[src/mfwf_pkg.sv]
// Shared constants and types for the most frequent window finder.
`default_nettype none
package mfwf_pkg;
  localparam int unsigned MAX_LEN    = 1024;
  localparam int unsigned ADDR_W     = $clog2(MAX_LEN);
  localparam int unsigned CNT_W      = ADDR_W + 1;
  localparam int unsigned MAX_WINDOW = 64;
  localparam int unsigned WIN_W      = $clog2(MAX_WINDOW) + 1;
  localparam int unsigned POS_W      = 6;

  typedef struct packed {
    logic [7:0] text_byte;
    logic       is_last;
  } in_item_t;

  typedef struct packed {
    logic [7:0]  out_byte;
    logic [5:0]  byte_position;
    logic [9:0]  window_start;
    logic [10:0] occurrence_count;
    logic        run_end;
  } out_item_t;

  typedef struct packed {
    logic shift_s;
    logic shift_p;
  } chain_ctrl_t;
endpackage
`default_nettype wire

[src/mfwf_cell.sv]
// One compare cell: a stream byte and a pattern byte, both shifted along the row.
`default_nettype none
module mfwf_cell import mfwf_pkg::*; (
  input  wire logic        clk_i,
  input  wire chain_ctrl_t ctrl_i,
  input  wire logic        active_i,
  input  wire logic [7:0]  s_i,
  input  wire logic [7:0]  p_i,
  output logic      [7:0]  s_o,
  output logic      [7:0]  p_o,
  output logic             eq_o
);
  logic [7:0] s_q, p_q;

  always_ff @(posedge clk_i) begin
    if (ctrl_i.shift_s) begin
      s_q <= s_i;
    end
    if (ctrl_i.shift_p) begin
      p_q <= p_i;
    end
  end

  assign s_o  = s_q;
  assign p_o  = p_q;
  assign eq_o = !active_i || (s_q == p_q);
endmodule
`default_nettype wire

[src/mfwf_chain.sv]
// Row of compare cells; flags when the last k stream bytes equal the pattern.
`default_nettype none
module mfwf_chain import mfwf_pkg::*; (
  input  wire logic             clk_i,
  input  wire chain_ctrl_t      ctrl_i,
  input  wire logic [WIN_W-1:0] k_i,
  input  wire logic [7:0]       data_i,
  output logic                  match_o
);
  logic [7:0]            s_link [MAX_WINDOW+1];
  logic [7:0]            p_link [MAX_WINDOW+1];
  logic [MAX_WINDOW-1:0] eq;

  assign s_link[0] = data_i;
  assign p_link[0] = data_i;

  for (genvar c = 0; c < MAX_WINDOW; c++) begin : g_cell
    mfwf_cell u_cell (
      .clk_i   (clk_i),
      .ctrl_i  (ctrl_i),
      .active_i(k_i > WIN_W'(c)),
      .s_i     (s_link[c]),
      .p_i     (p_link[c]),
      .s_o     (s_link[c+1]),
      .p_o     (p_link[c+1]),
      .eq_o    (eq[c])
    );
  end

  assign match_o = &eq;
endmodule
`default_nettype wire

[config.mk]
export PLATFORM = sky130hd
export DESIGN_NAME = mfwf_chain
export DESIGN_NICKNAME = d
export VERILOG_FILES = /design/src/mfwf_pkg.sv /design/src/mfwf_cell.sv /design/src/mfwf_chain.sv
export SDC_FILE = /design/constraint.sdc
export NUM_CORES = 1
export LEC_CHECK = 0
export ABC_AREA = 1
export BUFFER_PORTS_ARGS = -buffer_cell sky130_fd_sc_hd__buf_2
export CAP_MARGIN = 40
export CELL_PAD_IN_SITES_DETAIL_PLACEMENT = 1
export CELL_PAD_IN_SITES_GLOBAL_PLACEMENT = 2
export CORE_MARGIN = 10
export CORE_UTILIZATION = 48
export CTS_CLUSTER_SIZE = 28
export DETAILED_ROUTE_END_ITERATION = 10
export PLACE_DENSITY = 0.85
export SYNTH_ARGS = -nofsm -noshare
export SYNTH_HDL_FRONTEND = slang
export SYNTH_SLANG_ARGS = --single-unit
[constraint.sdc]
create_clock -name clk_i -period 1.6 [get_ports clk_i]
set_input_delay 0 -clock clk_i [delete_from_list [all_inputs] [get_ports clk_i]]
set_output_delay 0 -clock clk_i [all_outputs]
set_load 0.005 [all_outputs]
==> flow_summary.ini, run 1 <==
[power_and_ir_drop]
pwr_density_cell_mw_per_mm2 = 1270
intPower_w = 0.0473
irDropWorstVdd_mv = 0.974
pwr-share-clk_pct = 40.1
p_seq_share_pct = 53.6
p_comb_share_pct = 6.3
leakage_nw = 17.5
sw_frac_of_total_pct = 21.9
finalPower_w = 0.0606
switching_power_w = 0.0133

[timing]
max_freq_mhz = 369
rsz0062_at_grt = yes
fin_worst_skew_ns = 0.0161
post-route-worst-setup-slack_ns = -1.11
whs_ns = 0.0902
maxSlewViolCount = 0
period_needed_ns = 2.71
report.final.setup_viol = 1
period_share_pct = 169
tightest_slew_ns = 0.460
finalHoldViolations = 0
max-slew-margin-rel_pct = 69.3

[grt]
use_met3_pct = 2.77
antenna_found_initial = 7
grt_max_degree = 71
met1_usage_pct = 22.1
grt_use_met2_pct = 35.1
grtUsageTotal_pct = 18.8
grt_pass1_wl_um = 132000
busiest_layer = met2
grt_pass1_vias = 23100
grt_overflow = 0

[final_layout]
final_cells = 4103
fillers = 7188
final_nets = 2982
multi_input_comb_area_sq_mm = 0.00764
most-common-layout-cells = edfxtp_1 (1024), nand2_1 (504), buf_4 (464)
layout_commonest_cell = edfxtp_1
area_growth_pct = 24.5
final_util_pct = 60.3
regArea_sq_mm = 0.0307
drive_above_1_share_pct = 25.7

[synth]
yosys_warnings = 0
synthesis.nets = 2364
synth_area_per_cell_sq_um = 16.3
postSynthCellCount = 2346
netlist_area_sq_mm = 0.0382
synth_seq_cells = 1024
ys_seq_area_share_pct = 80.4
synth_cell_types = 20

[setup_path]
critical_path.max_fanout = 2
critical_path_required_ns = 1.60
slowest_stage = edfxtp_1
cp_cell_sequence = xnor2_1 > nand2_1 > nor2_1 > nand2_1 > nand2_1 > nand2_1 > nor2_2 > nand2_4 > nor2_4 > nand2_2 > nor2_4 > buf_2
start_kind = flop
worst_setup_path_end_kind = output port
cp_data_arrival_time_ns = 2.71
crit_type = flop to output port
cpMostUsedCell = nand2_1
cpPeakStageDelay_ns = 0.44

[die]
die-height_um = 302
core_sq_mm = 0.0790
design.die.area_sq_mm = 0.0914
die_x_um = 302
initial_core_util_pct = 48.4
pin_count = 19
rows = 103

[status]
violations = setup timing
outcome = finished, violations left

[clock_network]
cts_tree = yes
cts-root-buf = clkbuf_16
path_clk_slew_ns = 0.06
cts_buffer_depth = 3
cts.htree.levels = 3
insertion_delay_ns = 0.67
cts_buffers = 104
cts_sinks = 1024

[route]
route.detailed.drc = 0
wl_per_cell_um = 21.0
drt_iter0_drc = 1349
first_pass_iters = 5
vias_per_cell = 5.01
antenna_left = 0
routed_wl_um = 86200
vias = 20500

[placed_design]
place_congestion = 0.769
post-place-cells = 3855
dp_hpwl_um = 55200
pre_cts_slack_ns = -0.952
place.port_buffers = 18

[flow_run]
cap_violations = 0

[hold_path]
worstHoldPathType = input port to flop
flip-flops by register name, summed over array words and instances (netlist names):
name,count
g_cell.u_cell.p_o,512
g_cell.u_cell.s_o,512
per-stage QoR:
stage	area, sq um	TNS, ns
2_1_floorplan	38200	0
3_3_place_gp	43200	-0.812
3_5_place_dp	43200	-0.952
4_1_cts	47000	-1.12
5_1_grt	47600	-1.21
6_report	47600	-1.11
path summary, 6_finish.rpt:
path | start | endpoint | slack [ns] | cells past startpoint
setup / recovery | g_cell[7].u_cell.p_o[0]$_DFFE_PP_ | match_o | -1.11 | 12
hold / removal | data_i[5] | g_cell[0].u_cell.s_o[5]$_DFFE_PP_ | 0.09 | 2
setup reg to reg | g_cell[28].u_cell.s_o[5]$_DFFE_PP_ | g_cell[29].u_cell.s_o[5]$_DFFE_PP_ | 0.48 | 3
hold reg to reg | g_cell[17].u_cell.p_o[3]$_DFFE_PP_ | g_cell[18].u_cell.p_o[3]$_DFFE_PP_ | 0.46 | 0
cell type report:
type / instances / area share [%]
flip-flops and latches: 1024 / 64.6
repair buffers: 513 / 8.64
clock inverters: 77 / 1.55
well taps: 1050 / 2.76
diodes: 1 / 0.00526
clock buffers: 117 / 5.66
inverters: 93 / 0.733
multi-input cells: 1228 / 16.0
critical path: cells and delay by family, from the launching register on:
family / cells / cell delay [ns]
and+or+nand+nor: 10 / 1.18
DFF: 1 / 0.44
buffers and inverters: 1 / 0.16
xor gates and xnor gates: 1 / 0.24
Yosys cell counts (all sizes together):
master | n | area [sq um]
buf | 1 | 7.51
inv | 93 | 349
nor2 | 159 | 627
xnor2 | 472 | 4130
nand3 | 4 | 25.0
o21ai | 45 | 225
or2 | 3 | 18.8
o211ai | 3 | 22.5
a21oi | 3 | 26.3
nand4 | 9 | 56.3
edfxtp | 1024 | 30700
nand2 | 530 | 2000
metal layers:
layer | wire length [um] | part of all wire [%]
met4 | 1900 | 2.2
met3 | 3620 | 4.2
met1 | 33000 | 38
met2 | 47600 | 55
met5 | 22 | 0.026
cell families (layout without fill, tap and decap cells):
kind of cell,after synthesis,after routing,share of synthesized area (%)
and+or+nand+nor,705,705,7.14
other,0,1,0
buffers and inverters,94,800,0.932
DFF,1024,1024,80.4
AOI/OAI and AO/OA,51,51,0.716
xor gates and xnor gates,472,472,10.8
power groups by stage:
stage	Sequential, W	Clock, W	Combinational, W
after floorplan	0.0326	0	0.00156
after global placement	0.0328	0	0.00336
final	0.0325	0.0243	0.00383
after global routing	0.0327	0.0259	0.00419
after detailed placement	0.0330	0	0.00356
after CTS	0.0325	0.0248	0.00373
what timing repair did:
item / CTS / global route
resized for setup: 40 / 70
hold endpoints to repair: 298 / 0
cloned: 0 / 0
hold buffers: 10 / 0
endpoints found under the setup margin: 1 / 1
pin swaps: 25 / 44
setup buffers: 13 / 31
(Power assumes the default switching activity.)
==> inputs of run 2 (changes only) <==
Settings changed: PLACE_DENSITY 0.85 to 0.91.
==> run 2 against run 1 <==
Compared with the run above:
- critical endpoint unchanged
- final cell count is 0.88% lower
- the run still ends with setup timing left
- critical path depth is 1 higher
- register-to-register slack improved by 0.03 ns
- wire length increased by 15%
==> flow_summary.ini, run 2 (synthesis results as in run 1) <==
[clock_network]
insertion_delay_ns = 0.68
cts_tree = yes
cts.htree.levels = 3
cts_buffer_depth = 3
cts_sinks = 1024
cts_buffers = 104
cts-root-buf = clkbuf_16
path_clk_slew_ns = 0.06

[route]
drt_iter0_drc = 1855
route.detailed.drc = 0
vias = 21100
first_pass_iters = 5
antenna_left = 0
routed_wl_um = 98900
wl_per_cell_um = 24.3
vias_per_cell = 5.19

[die]
initial_core_util_pct = 48.4
core_sq_mm = 0.0790
rows = 103
design.die.area_sq_mm = 0.0914
pin_count = 19
die_x_um = 302
die-height_um = 302

[timing]
tightest_slew_ns = 0.573
maxSlewViolCount = 0
rsz0062_at_grt = yes
whs_ns = 0.0704
max_freq_mhz = 345
period_needed_ns = 2.89
fin_worst_skew_ns = 0.0380
report.final.setup_viol = 1
max-slew-margin-rel_pct = 61.8
post-route-worst-setup-slack_ns = -1.29
finalHoldViolations = 0
period_share_pct = 181

[setup_path]
cp_data_arrival_time_ns = 2.89
critical_path_required_ns = 1.60
critical_path.max_fanout = 2
cp.buffers_inverters = 2
crit_type = flop to output port
cp_cell_sequence = xnor2_1 > nand2_1 > nor2_2 > nand2_1 > nand2_2 > nand2_2 > nor2_4 > nand2_2 > nor2_4 > buf_4 > nand2_4 > nor2_4 > buf_6
cpPeakStageDelay_ns = 0.46
worst_setup_path_end_kind = output port
start_kind = flop
slowest_stage = edfxtp_1
path_delay_family = simple AND/OR/NAND/NOR gates

[final_layout]
layout_commonest_cell = edfxtp_1
final_nets = 2947
final_util_pct = 59.8
drive_above_1_share_pct = 23.4
finalInstanceArea_sq_mm = 0.0472
most-common-layout-cells = edfxtp_1 (1024), nand2_1 (510), xnor2_1 (442)
area_growth_pct = 23.4

[placed_design]
place.port_buffers = 18
dpl-instance-area_sq_mm = 0.0432
dp_hpwl_um = 58100
place_congestion = 0.777

[power_and_ir_drop]
irDropWorstVdd_mv = 1.16
pwr_density_cell_mw_per_mm2 = 1280
leakage_nw = 17.2
intPower_w = 0.0467
sw_frac_of_total_pct = 22.9
p_comb_share_pct = 6.5
p_seq_share_pct = 53.8
switching_power_w = 0.0139
pwr-share-clk_pct = 39.7

[status]
violations = setup timing
outcome = finished, violations left

[grt]
grt_overflow = 0
grtUsageTotal_pct = 20.9
antenna_found_initial = 8
grt_pass1_wl_um = 144000
grt_pass1_vias = 23900
grt_max_degree = 88

[hold_path]
worstHoldPathType = input port to flop

[flow_run]
cap_violations = 0
[run 2: per-stage QoR]
stage          total power [W]  TNS, ns  worst slack (ns)  cells
3_3_place_gp            0.0361   -0.959            -0.959   3837
4_1_cts                 0.0606    -1.17             -1.17   4050
3_5_place_dp            0.0366    -1.09             -1.09   3837
5_1_grt                 0.0624    -1.40             -1.40   4066
6_report                0.0605    -1.29             -1.29   4067
2_1_floorplan           0.0341        0             0.405   2346
[run 2: cell type report]
cell class	count	area (sq um)
Fill cell	7198	31800
Clock buffer	126	2730
Clock inverter	66	567
Sequential cell	1024	30700
Multi-Input combinational cell	1228	7520
Timing Repair Buffer	478	3970
Inverter	93	349
Tap cell	1050	1310
Antenna cell	2	5.00
[run 2: routing by layer]
| metal | wire length (um) | global-route usage, % | up-vias |
|---|---|---|---|
| met5 | 44 | 0 | - |
| met4 | 3210 | 8.06 | 8 |
| met3 | 4850 | 3.17 | 200 |
| met2 | 55500 | 39.8 | 645 |
| met1 | 35300 | 23.1 | 10900 |
| li1 | - | - | 9352 |
[run 2: timing repair]
item                       in CTS  in global routing
pin swaps                      38                 19
setup buffers                  11                 15
gates cloned                    0                  0
hold buffers                   10                  0
resized for setup              52                 34
hold endpoints to repair      375                  0
setup endpoints to repair       1                  1
[run 2: worst paths after layout]
| check | from | end | slack, ns | cells past startpoint |
|---|---|---|---|---|
| max | g_cell[31].u_cell.s_o[7]$_DFFE_PP_ | match_o | -1.29 | 13 |
| max reg2reg | g_cell[31].u_cell.p_o[2]$_DFFE_PP_ | g_cell[32].u_cell.p_o[2]$_DFFE_PP_ | 0.51 | 3 |
| min | data_i[1] | g_cell[0].u_cell.s_o[1]$_DFFE_PP_ | 0.07 | 2 |
| min reg2reg | g_cell[47].u_cell.p_o[2]$_DFFE_PP_ | g_cell[48].u_cell.p_o[2]$_DFFE_PP_ | 0.46 | 0 |
[run 2: worst reg2reg max path: cells and delay by family (launching register included)]
kind,cells,cell delay [ns]
flops,1,0.45
buf+inv,3,0.41
[run 2: power groups by stage]
stage | registers (W) | logic [W] | clock network [W]
floorplan | 0.0326 | 0.00156 | 0
global placement | 0.0327 | 0.00334 | 0
detailed placement | 0.0330 | 0.00359 | 0
CTS | 0.0326 | 0.00384 | 0.0242
global route | 0.0327 | 0.00423 | 0.0254
finish | 0.0326 | 0.00392 | 0.0240
==> inputs of run 3 (changes only) <==
Settings changed: CORE_MARGIN 10 to 3, MAX_ROUTING_LAYER set to met4.
==> run 3 against run 2 <==
Compared with the run above:
- the run still ends with setup timing left
- sequential share of layout area grew 0.61 points
- via count grew 0.97%
- first-iteration DRC count shrank 3.0%
- critical endpoint unchanged
- largest cell class unchanged
==> flow_summary.ini, run 3 (synthesis results as in run 1) <==
[placed_design]
post-place-cells = 3808
place_congestion = 0.773
dp_hpwl_um = 55600
dpl-instance-area_sq_mm = 0.0431
place.port_buffers = 18

[route]
routed_wl_um = 98700
first_pass_iters = 5
vias_per_cell = 5.28
antenna_left = 0
drt_iter0_drc = 1799
vias = 21300
route.detailed.drc = 0
wl_per_cell_um = 24.5

[final_layout]
final_cells = 4032
drive_above_1_share_pct = 22.5
area_growth_pct = 22.3
finalInstanceArea_sq_mm = 0.0468
most-common-layout-cells = edfxtp_1 (1024), nand2_1 (507), xnor2_1 (454)
layout_commonest_cell = edfxtp_1
final_nets = 2927

[clock_network]
cts_tree = yes
insertion_delay_ns = 0.68
cts-root-buf = clkbuf_16
path_clk_slew_ns = 0.07
cts_sinks = 1024
cts_buffers = 101
cts_buffer_depth = 3
cts.htree.levels = 3

[setup_path]
critical_path_required_ns = 1.60
crit_type = flop to output port
worst_setup_path_end_kind = output port
start_kind = flop
cp_data_arrival_time_ns = 2.97
critical_path.max_fanout = 3
regToRegSetupSlack_ns = 0.54

[timing]
period_needed_ns = 2.97
period_share_pct = 186
post-route-worst-setup-slack_ns = -1.37
maxSlewViolCount = 0
tightest_slew_ns = 0.621
report.final.setup_viol = 1
finalHoldViolations = 0
max_freq_mhz = 337
whs_ns = 0.102
fin_worst_skew_ns = 0.0418
rsz0062_at_grt = yes
max-slew-margin-rel_pct = 58.1

[power_and_ir_drop]
pwr_density_cell_mw_per_mm2 = 1260
intPower_w = 0.0454
p_seq_share_pct = 55.2
p_comb_share_pct = 6.6
pwr-share-clk_pct = 38.2
irDropWorstVdd_mv = 0.905
sw_frac_of_total_pct = 23.2
leakage_nw = 17.0
switching_power_w = 0.0137
finalPower_w = 0.0591

[die]
design.die.area_sq_mm = 0.0831
die-height_um = 288
rows = 102
initial_core_util_pct = 48.9
core_sq_mm = 0.0782
die_x_um = 288
pin_count = 19

[status]
outcome = finished, violations left
violations = setup timing

[hold_path]
worstHoldPathType = input port to flop

[grt]
grt_pass1_wl_um = 140000
grt_overflow = 0
grtUsageTotal_pct = 23.2
grt_max_degree = 70
grt_pass1_vias = 23400
antenna_found_initial = 4

[flow_run]
cap_violations = 0
[run 3: cell types whose count changed in the layout (fill, tap and decap cells not counted), sizes merged]
cell,delta
clkinvlp,+1
bufinv,-5
buf,-17
diode,+2
clkinv,-4
clkbuf,-2
[run 3: worst max-delay path: stages (launching register included)]
cell      delay, ns
edfxtp_1       0.48
inv_1          0.14
nand2_1        0.09
nand2_1        0.09
nand2_1        0.09
nor2_1         0.14
nand2_1        0.11
nand2_1        0.12
nand2_2        0.09
nor2_4         0.17
nand2_1        0.08
nor2_1         0.09
buf_4          0.13
nand2_4        0.05
nor2_4         0.25
buf_2          0.17
[run 3: layer usage]
metal  GRT usage, %  share of wire [%]  vias to the layer above
met3           3.69                5.2                      281
met1           26.0                 36                    10900
met5              -                  0                        -
li1               -                  -                     9308
met2           41.2                 54                      799
met4           9.92                4.4                        0
[run 3: through the flow]
| stage | utilization (%) | setup WS (ns) | TNS (ns) |
|---|---|---|---|
| floorplan | - | 0.405 | 0 |
| global route | 59.8 | -1.39 | -1.39 |
| global placement | 55.1 | -0.759 | -0.759 |
| detailed placement | 55.1 | -0.901 | -0.901 |
| CTS | 59.5 | -1.10 | -1.10 |
| finish | 59.8 | -1.37 | -1.37 |
[run 3: layout make-up]
cell class                 instances  area [sq um]
inverter                          93           349
timing repair buffer             461          3900
sequential                      1024         30700
fill                            7120         31500
clock buffer                     124          2640
clock inverter                    58           384
antenna                            4          10.0
tap                             1040          1300
multi-input combinational       1228          7440
[run 3: worst paths after layout]
check	startpoint	end	depth (start not counted)
setup reg to reg	g_cell[29].u_cell.p_o[0]$_DFFE_PP_	g_cell[30].u_cell.p_o[0]$_DFFE_PP_	3
hold / removal	data_i[2]	g_cell[0].u_cell.p_o[2]$_DFFE_PP_	2
hold reg to reg	g_cell[54].u_cell.p_o[7]$_DFFE_PP_	g_cell[55].u_cell.p_o[7]$_DFFE_PP_	0
setup / recovery	g_cell[29].u_cell.s_o[0]$_DFFE_PP_	match_o	15
[run 3: power groups by stage]
stage	Combinational, W	Clock, W	Sequential (W)
6_report	0.00391	0.0226	0.0326
3_5_place_dp	0.00355	0	0.0330
5_1_grt	0.00419	0.0239	0.0327
4_1_cts	0.00380	0.0224	0.0325
3_3_place_gp	0.00332	0	0.0328
2_1_floorplan	0.00156	0	0.0326
[run 3: timing repair]
action / in CTS / in global routing
gates resized for setup: 58 / 17
hold buffers: 10 / 0
buffers inserted: 15 / 13
endpoints found under the hold margin: 256 / 0
endpoints found under the setup margin: 1 / 1
pin swaps: 48 / 14
